## src/rtl/core/assert_macros.svh

```systemverilog
// Assertion helpers used by the evaluator unit.
`ifndef ASSERT_MACROS_SVH
`define ASSERT_MACROS_SVH

`ifndef SYNTHESIS
// Clocked property that is not checked while reset is asserted.
`define CCR_ASSERT(lbl, clk, rst_n, prop, msg) \
  lbl: assert property (@(posedge clk) disable iff (!rst_n) (prop)) else $error(msg);
// Clocked property that is checked at every edge, reset included.
`define CCR_ASSERT_ALWAYS(lbl, clk, prop, msg) \
  lbl: assert property (@(posedge clk) (prop)) else $error(msg);
`else
`define CCR_ASSERT(lbl, clk, rst_n, prop, msg)
`define CCR_ASSERT_ALWAYS(lbl, clk, prop, msg)
`endif

`endif

```

## src/rtl/core/ccr_pkg.sv

```systemverilog
`default_nettype none
package ccr_pkg;

  localparam int MAX_POINTS = 16;
  localparam int IDX_W      = 4;
  localparam int CNT_W      = 5;
  localparam int COORD_W    = 24;
  localparam int T_W        = 24;
  localparam int T_FRAC     = 16;
  localparam int TI_W       = T_W - T_FRAC;
  localparam int POS_W      = 25;
  localparam int TAN_W      = 26;
  localparam int PT_W       = 3 * COORD_W;

  localparam logic [CNT_W-1:0] CNT_RESET = 5'd6;
  localparam logic [CNT_W-1:0] CNT_MAX   = 5'd16;

  localparam logic FUNC_WRITE = 1'b0;
  localparam logic FUNC_EVAL  = 1'b1;

  typedef struct packed {
    logic [IDX_W-1:0] n0;
    logic [IDX_W-1:0] n1;
    logic [IDX_W-1:0] n2;
    logic [IDX_W-1:0] n3;
  } nbr_t;

  // 256 mod n for the point counts in use.
  function automatic logic [CNT_W-1:0] mod256(input logic [CNT_W-1:0] n);
    case (n)
      5'd3:    return 5'd1;
      5'd5:    return 5'd1;
      5'd6:    return 5'd4;
      5'd7:    return 5'd4;
      5'd9:    return 5'd4;
      5'd10:   return 5'd6;
      5'd11:   return 5'd3;
      5'd12:   return 5'd4;
      5'd13:   return 5'd9;
      5'd14:   return 5'd4;
      5'd15:   return 5'd1;
      default: return 5'd0;
    endcase
  endfunction

endpackage
`default_nettype wire

```

## src/rtl/core/ccr_index.sv

```systemverilog
`default_nettype none
// Reduces the integer part of t modulo the point count over two register
// stages (four restoring steps each) and derives the four neighbor slots.
module ccr_index (
  input  wire                           clk,
  input  wire                           adv,
  input  wire [ccr_pkg::TI_W-1:0]       ti_i,
  input  wire [ccr_pkg::CNT_W-1:0]      cnt_i,
  output ccr_pkg::nbr_t                 nbr_o
);

  logic [ccr_pkg::TI_W-1:0]  rem_b_r, rem_b_nxt;
  logic                      neg_b_r;
  logic [ccr_pkg::TI_W-1:0]  rem_c_r, rem_c_nxt;
  logic                      neg_c_r;

  always_comb begin
    logic [12:0] trial;
    logic [12:0] sub;
    trial = {5'd0, ti_i};
    for (int k = 7; k >= 4; k--) begin
      sub = 13'(cnt_i) << k;
      if (trial >= sub) begin
        trial = trial - sub;
      end
    end
    rem_b_nxt = trial[7:0];
  end

  always_comb begin
    logic [12:0] trial;
    logic [12:0] sub;
    trial = {5'd0, rem_b_r};
    for (int k = 3; k >= 0; k--) begin
      sub = 13'(cnt_i) << k;
      if (trial >= sub) begin
        trial = trial - sub;
      end
    end
    rem_c_nxt = trial[7:0];
  end

  always_ff @(posedge clk) begin
    if (adv) begin
      rem_b_r <= rem_b_nxt;
      neg_b_r <= ti_i[ccr_pkg::TI_W-1];
      rem_c_r <= rem_c_nxt;
      neg_c_r <= neg_b_r;
    end
  end

  // A negative integer part was reduced as its unsigned pattern, which is
  // 256 too large; take 256 mod count back out.
  logic [ccr_pkg::CNT_W-1:0] corr;
  logic [ccr_pkg::CNT_W-1:0] rem5;
  logic [ccr_pkg::CNT_W-1:0] idx;
  logic [ccr_pkg::CNT_W-1:0] nx0, nx2, nx3;

  always_comb begin
    corr = ccr_pkg::mod256(cnt_i);
    rem5 = rem_c_r[ccr_pkg::CNT_W-1:0];
    if (!neg_c_r) begin
      idx = rem5;
    end else if (rem5 >= corr) begin
      idx = rem5 - corr;
    end else begin
      idx = rem5 + cnt_i - corr;
    end
    nx0 = (idx == 5'd0) ? cnt_i - 5'd1 : idx - 5'd1;
    nx2 = (idx + 5'd1 == cnt_i) ? 5'd0 : idx + 5'd1;
    nx3 = (nx2 + 5'd1 == cnt_i) ? 5'd0 : nx2 + 5'd1;
    nbr_o.n0 = nx0[ccr_pkg::IDX_W-1:0];
    nbr_o.n1 = idx[ccr_pkg::IDX_W-1:0];
    nbr_o.n2 = nx2[ccr_pkg::IDX_W-1:0];
    nbr_o.n3 = nx3[ccr_pkg::IDX_W-1:0];
  end

endmodule
`default_nettype wire

```

## config.mk

```make
export PLATFORM = sky130hd
export DESIGN_NAME = ccr_index
export DESIGN_NICKNAME = d
export VERILOG_FILES = /design/src/rtl/core/assert_macros.svh /design/src/rtl/core/ccr_pkg.sv /design/src/rtl/core/ccr_index.sv
export SDC_FILE = /design/constraint.sdc
export NUM_CORES = 1
export LEC_CHECK = 0
export BUFFER_PORTS_ARGS = -buffer_cell sky130_fd_sc_hd__buf_4
export CAP_MARGIN = 20
export CORE_MARGIN = 5
export CORE_UTILIZATION = 30
export CTS_CLUSTER_DIAMETER = 40
export DETAILED_ROUTE_END_ITERATION = 6
export HOLD_SLACK_MARGIN = 0.08
export PLACE_DENSITY = 0.46
export SKIP_CTS_REPAIR_TIMING = 1
export SYNTH_ARGS = -nofsm -noshare
export SYNTH_HDL_FRONTEND = slang
export SYNTH_SLANG_ARGS = --single-unit
```

## constraint.sdc

```tcl
create_clock -name clk -period 9.23 [get_ports clk]
set_input_delay 1.3845 -clock clk [delete_from_list [all_inputs] [get_ports clk]]
set_output_delay 1.3845 -clock clk [all_outputs]
set_load 0.01 [all_outputs]
```

# Word-level counts from Yosys, hierarchy flattened

Memories as Yosys holds them, arrays and structs flattened.
Index checks and enable logic that the tools add are counted.

Memories: 1
Register bits: 15
Logic and storage cells: 46
ROM bits: 64

Memory list:

| name            | words | width | read ports | clocked after memory_dff | wr ports | RTL line      | RTL |
|---|---|---|---|---|---|---|---|
| (no name shown) | 16    | 4     | 1          | 0                        | 0        | ccr_pkg.sv:30 | `case (n)` |

Mux-type cells: 14
Order comparisons: 9
Reduce and logical (&&, ||, !) cells: 1
Equal/unequal tests: 2
Add/subtract/negate cells: 15

Operators with widths:

| cell                | number |
|---|---|
| $mux 13             | 6 |
| $mux 5              | 5 |
| $sub 5x5->5         | 3 |
| $ge 13x10->1        | 1 |
| $ge 13x11->1        | 1 |
| $ge 13x5->1         | 1 |
| $ge 13x6->1         | 1 |
| $ge 13x7->1         | 1 |
| $ge 13x9->1         | 1 |
| $sub 13x10->13      | 1 |
| $sub 13x11->13      | 1 |
| $sub 13x6->13       | 1 |
| $sub 13x7->13       | 1 |
| $sub 8x12->13       | 1 |
| $ge 8x12->1         | 1 |
| $add 5x1->5 const B | 2 |
| $eq 5x5->1          | 2 |
| $sub 8x8->9         | 1 |
| $ge 8x8->1          | 1 |
| $mux 4              | 2 |
| $mux 8              | 1 |
| $sub 4x1->4 const B | 2 |
| $sub 8x8->8         | 1 |
| $add 5x5->5         | 1 |
| 2 further kinds     | 2 |

# Logic depth before layout (Yosys ltp)

Gate-level depths: netlist of the first run.
An unclocked memory read counts as a cell.

Depth after elaboration: 11
Depth in mapped cells: 40
Depth with buffers taken out: 39

# Worst setup path after synthesis of the first run

OpenSTA, ideal clock, no wires.

Path type: input to register
Start point: input port cnt_i[1] (netlist name)
End point: register rem_c_r[1] (netlist name), data pin
Setup slack: 0.395 ns
Stages: 36
Path buffers: 1
Data required time: 8.970 ns
Setup time: 0.260 ns
Arrival: 8.576 ns
Cell sequence: inv_1 > fa_1 > a21o_1 > a21o_1 > a32o_1 > nor2_1 > nor2_1 > a21oi_1 > inv_1 > ha_1 > nor2b_1 > o21ai_0 > a21oi_1 > o21ai_0 > and2_1 > buf_2 > nand3_2 > nor2_1 > a21oi_1 > fa_1 > a21o_1 > a21oi_1 > nor2b_1 > or2_2 > a211oi_1 > and2_1 > mux2_2 > ha_1 > a21o_1 > a31oi_1 > nor2b_1 > o21ai_0 > nand2_1 > a2111oi_1 > o211ai_2 > mux2_2

Longest elaborated chain between the ends: 8

Ends and longest elaborated chain:

| what                                         | RTL line                         | RTL |
|---|---|---|
| start, declared                              | ccr_index.sv:8                   | `input wire [ccr_pkg::CNT_W-1:0] cnt_i,` |
| $sub 8x8->9 or $ge 8x8->1 (tied branches)    | ccr_index.sv:37, ccr_index.sv:36 |  |
| $mux 13                                      | ccr_index.sv:36                  | `if (trial >= sub) begin` |
| $sub 13x7->13 or $ge 13x7->1 (tied branches) | ccr_index.sv:37, ccr_index.sv:36 |  |
| $mux 13                                      | ccr_index.sv:36                  |  |
| $sub 13x6->13 or $ge 13x6->1 (tied branches) | ccr_index.sv:37, ccr_index.sv:36 |  |
| $mux 13                                      | ccr_index.sv:36                  |  |
| $ge 13x5->1 or $sub 5x5->5 (tied branches)   | ccr_index.sv:36, ccr_index.sv:37 |  |
| $mux 5 *                                     | ccr_index.sv:36                  |  |
| via rem_c_nxt, one bit                       | ccr_index.sv:14                  | `logic [ccr_pkg::TI_W-1:0] rem_c_r, rem_c_nxt;` |
| end signal, assigned                         | ccr_index.sv:47                  | `rem_c_r <= rem_c_nxt;` |
| end, declared                                | ccr_index.sv:14                  |  |

The timed path passes the listed nets; every way through them passes the cells marked *.
A chain may end at the register's enable or synchronous reset.

==> flow_summary.yaml, run 1 <==
synth:
  synth_top_area_share: 0.166
  mappedNetlistArea_um2: 3850
  synth.distinct_cells: 78
  yosys_warnings: 0
  netlist_top_cells_area: "ha_1 17%, edfxtp_1 12%, fa_1 6.2%"
  synth.avg_cell_area_um2: 8.42
  synth_compound_area_frac: 0.223
  synthSimpleGateAreaFrac: 0.213
  syn_inst: 457
  ys_ff_latch: 15
  async_flop_share: 0
  synthAdderAreaFrac: 0.228
  synth.area.mux_share: 0.0729
  yosysSeqAreaShare: 0.117
  synth_flop_cell: "edfxtp_1"
  yosys.area.top_type: "ha_1"
  synth_fp_nets: 535
  synth_edf_count: 15
  synth_top_family_by_area: "adder cells"
  synth_xor_area_frac: 0.0852
clocking:
  cts_root_buf: "clkbuf_16"
  cts_inserted_buffers: 3
  clkTransAtPathRegs_ns: 0.05
  cts.sinks: 15
  htree_levels: 1
  cts_buffer_depth: 2
  cts_tree: "built"
  clk_latency_ns: 0.25
pwr:
  leakage_nw: 2.02
  power.total_mw: 1.86
  ir_drop_mv: 0.161
  power.density_nw_per_um2: 416
drt:
  drt-pass1-iter-count: 4
  drt_iter0_drc: 153
  wl_per_cell_um: 16.0
  vias: 3462
  ant_nets: 0
  wirelength_um: 10700
  viasPerCell: 5.17
  drc: 0
flow_run:
  cap_violations: 0
place:
  gp_congestion: 0.857
  placed_cells: 665
  dpl.hpwl_um: 8710
  port_buffers: 30
final_layout:
  layout.cells.non_filler: 670
  fill_cells: 1394
  fin_nets: 577
  area_growth_pct: 16.1
  antenna_cells: 0
  drive_above_1_share: 0.185
critical_path:
  r2r-start: "rem_b_r[3]"
  reg2reg_to: "rem_c_r[4]"
  reg2reg_depth: 37
  crit_arrival_ns: 7.28
  cp.depth: 27
  crit_path_end: "nbr_o[1]"
  path_buf_inv: 3
  startpoint: "cnt_i[0]"
  criticalPathCategory: "in -> out"
  critPathTopFamily: "simple AND/OR/NAND/NOR gates"
  critPathRequiredTime_ns: 7.85
  start_kind: "primary input"
  endpoint_kind: "output port"
  reg2reg_slack_ns: 1.44
  path_max_fanout: 17
  slowest_stage: "a221o_1"
  critPathMaxStageDelay_ns: 0.44
sta:
  hold_violations: 0
  maxSlewViolCount: 0
  fin_crit_sh: 0.939
  fmax_mhz: 115
  min_period_ns: 8.67
  fin_worst_skew_ns: 0.00136
  whs_ns: 0.423
  setup_viol: 0
  timing.slew.headroom: 0.508
  tightest_slew_ns: 0.738
  grt_setup_unrepaired: "no"
  fin_tns_setup_ns: 0
global_routing:
  grt.total_usage: 0.143
  grt_max_degree: 21
  grt_pass1_vias: 3538
  antenna_found_initial: 0
  grt_pass1_wl_um: 17500
  grt_overflow: 0
die:
  initial_utilization: 0.305
  fp.dieH_um: 123
  die_w_um: 123
  core_um2: 12600
  row_count: 41
  die-area_um2: 15200
  io_pins: 31
status:
  status: "completed"
min_path:
  hold_path_class: "reg -> reg"
stage by stage:
stage / util / cell area [um^2] / worst slack (ns)
after floorplan: - / 3850 / 0.395
after global placement: 0.344 / 4340 / 0.381
after detailed placement: 0.344 / 4340 / 0.244
after CTS: 0.351 / 4420 / 0.367
after global routing: 0.354 / 4460 / 0.0415
final: 0.354 / 4460 / 0.564
metal layers:
layer | track usage | wire [um]
met5 | 0 | 0
met4 | 0.0263 | 136
met3 | 0.0165 | 167
met2 | 0.249 | 5150
met1 | 0.193 | 5250
kinds of logic after synthesis:
| logic type | Yosys count |
|---|---|
| multiplexers | 26 |
| adder cells (fa/ha/maj) | 63 |
| AND/OR/NAND/NOR | 143 |
| XOR/XNOR | 35 |
| buffers and inverters | 56 |
| AO/OA/AOI/OAI | 119 |
| flip-flops | 15 |
registers in the layout, summed over array words and instances, names as in the netlist:
register  flops
rem_b_r       8
neg_c_r       1
neg_b_r       1
rem_c_r       5
cell usage in the layout (no fill, tap or decap), drive strengths merged, types with 3 or more instances in the layout:
cell | Yosys | routed
ha | 51 | 51
inv | 48 | 48
buf | 7 | 45
nor2 | 36 | 36
a21oi | 30 | 30
o21ai | 26 | 26
nand2 | 20 | 20
xnor2 | 20 | 20
a21o | 17 | 17
edfxtp | 15 | 15
nor2b | 14 | 14
xor2 | 14 | 14
nand3 | 14 | 14
mux2i | 13 | 13
mux2 | 13 | 13
fa | 12 | 12
nand4 | 7 | 7
and2 | 7 | 7
and4 | 7 | 7
nand2b | 6 | 6
nor3 | 6 | 6
a211oi | 6 | 6
or3 | 5 | 5
and3 | 5 | 5
or2 | 5 | 5
a21boi | 4 | 4
a31oi | 3 | 3
a32o | 3 | 3
a211o | 3 | 3
clkbuf | 1 | 3
nor3b | 3 | 3
cells in the mapped netlist (all sizes together), types with 12 or more instances:
cell type	number
a21o	17
a21oi	30
edfxtp	15
fa	12
ha	51
inv	48
mux2	13
mux2i	13
nand2	20
nand3	14
nor2	36
nor2b	14
o21ai	26
xnor2	20
xor2	14
worst min path at each step:
| stage | start | end | depth (start not counted) |
|---|---|---|---|
| global route | neg_b_r | neg_c_r | 0 |
| floorplan | neg_b_r | neg_c_r | 0 |
| detailed placement | neg_b_r | neg_c_r | 0 |
| CTS | neg_b_r | neg_c_r | 0 |
| finish | neg_b_r | neg_c_r | 0 |
| global placement | neg_b_r | neg_c_r | 0 |
report_power, final:
group	switching (mW)	internal, mW
combinational	0.840	0.788
sequential	0.0245	0.119
clock	0.0298	0.0584
total	0.894	0.965
cell type report:
cell class,instances,area [um^2],share of cell area
Clock inverter,1,7.51,0.00168
Multi-Input combinational cell,386,3200,0.716
Clock buffer,3,75.1,0.0168
Inverter,48,180,0.0404
Sequential cell,15,450,0.101
Tap cell,172,215,0.0482
Timing Repair Buffer,45,338,0.0757
worst register-to-register path: cells and delay by family (launching register included):
family / cells / cell delay (ns)
AO/OA/AOI/OAI: 16 / 3.10
adder cells (fa/ha/maj): 5 / 1.61
AND/OR/NAND/NOR: 11 / 1.54
multiplexers: 2 / 0.67
flip-flops: 1 / 0.39
buffers and inverters: 3 / 0.21
No activity file was read; power rests on OpenSTA's default activity.
==> run 2: changes to the inputs <==
PLACE_DENSITY = 0.45   (was 0.46)
clock period = 10.2 ns   (was 9.23 ns; I/O delays follow)
==> flow_summary.yaml, run 2 (synthesis gave the netlist of run 1 again) <==
status:
  status: "completed"
critical_path:
  reg2reg_depth: 37
  crit_arrival_ns: 8.05
  criticalPathCategory: "in -> out"
  crit_path_end: "nbr_o[1]"
  endpoint_kind: "output port"
  reg2reg_to: "rem_c_r[4]"
  startpoint: "cnt_i[1]"
  r2r-start: "rem_b_r[3]"
  start_kind: "primary input"
  critPathRequiredTime_ns: 8.67
  path_max_fanout: 16
  reg2reg_slack_ns: 1.69
pwr:
  sw_frac_of_total: 0.487
  p_clk_frac: 0.048
  ir_drop_mv: 0.134
  switchingPower_uw: 790
  leakage_nw: 1.98
  power.density_nw_per_um2: 372
  p_int_uw: 833
  power.total_mw: 1.62
  p_comb_frac: 0.873
  power_frac_seq: 0.079
die:
  row_count: 41
  die_w_um: 123
  initial_utilization: 0.305
  fp.dieH_um: 123
  io_pins: 31
  core_um2: 12600
  die-area_um2: 15200
clocking:
  cts.sinks: 15
  clk_latency_ns: 0.25
  cts_inserted_buffers: 3
  cts_buffer_depth: 2
  cts_tree: "built"
  htree_levels: 1
  cts_root_buf: "clkbuf_16"
  clkTransAtPathRegs_ns: 0.05
sta:
  maxSlewViolCount: 0
  fin_tns_setup_ns: 0
  hold_violations: 0
  timing.slew.headroom: 0.526
  grt_setup_unrepaired: "no"
  fin_worst_skew_ns: 0.000907
  tightest_slew_ns: 0.711
  setup_viol: 0
  fin_crit_sh: 0.939
  fmax_mhz: 104
  min_period_ns: 9.58
global_routing:
  grt_pass1_wl_um: 16900
  grt_pass1_vias: 3329
  antenna_found_initial: 0
  grt_max_degree: 21
  grt_overflow: 0
  grt.total_usage: 0.140
drt:
  wl_per_cell_um: 15.8
  drt_iter0_drc: 177
  wirelength_um: 10500
  drt-pass1-iter-count: 4
  vias: 3455
  drc: 0
  ant_nets: 0
  viasPerCell: 5.22
place:
  port_buffers: 30
  dpl.hpwl_um: 8460
  gp_congestion: 0.825
final_layout:
  fin_nets: 569
  final_cell_mix: "51 x ha_1, 47 x inv_1, 37 x buf_4"
  area_growth_pct: 13.6
  top_register: "rem_b_r"
  final_common_cell: "ha_1"
  largest_reg_flops: 8
  drive_above_1_share: 0.157
  biggestRegsByFlops: "rem_b_r: 8 flops, rem_c_r: 5 flops"
  antenna_cells: 0
min_path:
  hold_path_class: "reg -> reg"
flow_run:
  cap_violations: 0
[run 2: cell count changes in the layout (fill, tap and decap cells not counted), sizes merged]
cell	previous run	this run
buf	45	37
clkbuf	3	4
clkinvlp	1	0
[run 2: worst min path at each step]
stage,end,slack [ns],cells past startpoint,from
after floorplan,neg_c_r,0.40,0,neg_b_r
after global placement,neg_c_r,0.41,0,neg_b_r
after detailed placement,neg_c_r,0.41,0,neg_b_r
after CTS,neg_c_r,0.42,0,neg_b_r
after global routing,neg_c_r,0.45,0,neg_b_r
final,neg_c_r,0.42,0,neg_b_r
[run 2: through the flow]
stage	cell area, um^2	instances	utilization	hold WS, ns	setup slack, ns
2_1_floorplan	3850	457	-	0.400	1.16
3_3_place_gp	4290	658	0.340	0.408	0.690
3_5_place_dp	4290	658	0.340	0.412	0.564
4_1_cts	4370	662	0.346	0.425	0.669
5_1_grt	4370	662	0.346	0.448	0.165
6_report	4370	662	0.346	0.422	0.617
[run 2: power by group through the flow]
stage | combinational, mW | sequential, mW | clock [mW]
2_1_floorplan | 1.07 | 0.117 | 0
3_3_place_gp | 1.42 | 0.130 | 0
3_5_place_dp | 1.41 | 0.129 | 0
4_1_cts | 1.42 | 0.128 | 0.0801
5_1_grt | 1.57 | 0.131 | 0.0839
6_report | 1.42 | 0.128 | 0.0780
[run 2: per-layer routing]
layer  GRT usage  routed length, um
met5           0                  0
met3      0.0151                285
met1       0.186               4920
met4      0.0208                 87
met2       0.250               5190
[run 2: worst max-delay path, stage by stage]
cell and delay [ns]:
buf_4 0.18, inv_1 0.11, buf_4 0.29, ha_1 0.28
or3_1 0.30, nand2_1 0.07, nand2_1 0.09, ha_1 0.36
or2_4 0.27, o311a_1 0.18, nor2_1 0.39, o221ai_2 0.25
ha_1 0.34, xor2_1 0.20, a211o_1 0.30, a221o_1 0.46
xnor2_1 0.17, nor3_1 0.24, and3_2 0.31, nor2_1 0.09
ha_1 0.28, or3_1 0.36, nand3_1 0.09, a2bb2oi_1 0.06
nor4_1 0.27, nand4_1 0.21, and2_1 0.21, buf_4 0.14
[run 2: layout make-up]
cell class	count	area, um^2
Inverter	48	180
Fill cell	1370	8250
Timing Repair Buffer	37	278
Multi-Input combinational cell	386	3170
Clock buffer	4	78.8
Sequential cell	15	450
Tap cell	172	215
==> run 3: changes to the inputs <==
==> constraint.sdc (replaced) <==
create_clock -name clk -period 10.2 [get_ports clk]
set_input_delay 1.53 -clock clk [delete_from_list [all_inputs] [get_ports clk]]
set_output_delay 1.53 -clock clk [all_outputs]
set_load 0.05 [all_outputs]
==> flow_summary.yaml, run 3 (synthesis gave the netlist of run 1 again) <==
die:
  row_count: 41
  initial_utilization: 0.305
  die-area_um2: 15200
  core_um2: 12600
  die_w_um: 123
  io_pins: 31
  fp.dieH_um: 123
sta:
  fin_tns_setup_ns: 0
  fin_crit_sh: 0.936
  grt_setup_unrepaired: "no"
  fin_worst_skew_ns: 0.00825
  tightest_slew_ns: 0.736
  hold_violations: 0
  timing.slew.headroom: 0.509
  fmax_mhz: 105
  min_period_ns: 9.55
  whs_ns: 0.429
  setup_viol: 0
  maxSlewViolCount: 0
clocking:
  cts_buffer_depth: 2
  cts_root_buf: "clkbuf_16"
  htree_levels: 1
  clkTransAtPathRegs_ns: 0.06
  cts.sinks: 15
  cts_inserted_buffers: 3
  clk_latency_ns: 0.25
  cts_tree: "built"
drt:
  wl_per_cell_um: 15.6
  viasPerCell: 5.06
  ant_nets: 0
  wirelength_um: 10300
  drt-pass1-iter-count: 4
  vias: 3347
  drc: 0
  drt_iter0_drc: 147
place:
  gp_congestion: 0.794
  port_buffers: 30
  placed_cell_area_um2: 4290
  dpl.hpwl_um: 8420
global_routing:
  grt_pass1_vias: 3289
  grt_max_degree: 21
  antenna_found_initial: 0
  grt_pass1_wl_um: 17000
  grt.total_usage: 0.140
  grt_overflow: 0
final_layout:
  fin_nets: 569
  regArea_um2: 450
  final_common_cell: "ha_1"
  final_core_util: 0.346
  drive_above_1_share: 0.159
  biggestRegsByFlops: "rem_b_r: 8 flops, rem_c_r: 5 flops"
  multi_input_area_um2: 3170
  top_register: "rem_b_r"
  final_area_um2: 4370
  final_cell_mix: "51 x ha_1, 47 x inv_1, 37 x buf_4"
  antenna_cells: 0
  fill_cells: 1392
  largest_reg_flops: 8
  area_growth_pct: 13.6
status:
  status: "completed"
critical_path:
  criticalPathCategory: "in -> out"
  critPathRequiredTime_ns: 8.67
  reg2reg_depth: 37
  endpoint_kind: "output port"
  crit_arrival_ns: 8.02
  start_kind: "primary input"
  path_max_fanout: 16
flow_run:
  cap_violations: 0
min_path:
  hold_path_class: "reg -> reg"
  hold_depth: 0
## run 3: cell types whose count changed in the layout (fill, tap and decap cells not counted), sizes merged
cell,change
clkbuf,-1
clkinv,+1
## run 3: area by class of cell
type                       instances  area share
sequential                        15       0.103
timing repair buffer              37      0.0636
clock inverter                     1     0.00115
multi-input combinational        386       0.725
tap                              172      0.0493
inverter                          48      0.0412
clock buffer                       3      0.0172
## run 3: path summary, 6_finish.rpt
kind	end	slack [ns]	startpoint
max	nbr_o[1]	0.65	cnt_i[1]
min	neg_c_r	0.43	neg_b_r
max reg2reg	rem_c_r[1]	1.64	rem_b_r[3]
min reg2reg	neg_c_r	0.43	neg_b_r
## run 3: routing by layer
metal / up-vias / track usage / part of all wire
met5: - / 0 / 0
met4: 0 / 0.0180 / 0.0071
met3: 6 / 0.0137 / 0.018
met2: 36 / 0.244 / 0.49
met1: 1565 / 0.191 / 0.49
li1: 1740 / - / -
## run 3: through the flow
stage | setup slack, ns | cells
3_5_place_dp | 0.475 | 658
2_1_floorplan | 0.354 | 457
5_1_grt | 0.101 | 662
6_report | 0.654 | 662
3_3_place_gp | 0.663 | 658
4_1_cts | 0.622 | 662
## run 3: worst max-delay path: stages
cell and delay, ns:
buf_4 0.18, inv_1 0.11, buf_4 0.28, ha_1 0.28, or3_1 0.30, nand2_1 0.07
nand2_1 0.09, ha_1 0.36, or2_4 0.27, o311a_1 0.18, nor2_1 0.37, o221ai_2 0.24
ha_1 0.34, xor2_1 0.19, a211o_1 0.29, a221o_1 0.47, xnor2_1 0.18, nor3_1 0.22
and3_2 0.30, nor2_1 0.09, ha_1 0.28, or3_1 0.36, nand3_1 0.09, a2bb2oi_1 0.06
nor4_1 0.26, nand4_1 0.20, and2_1 0.21, buf_4 0.18
Power of run 3 is left out: the tool's default activity adds up to more than one toggle a clock period on the data nets, which glitch-free logic cannot reach.
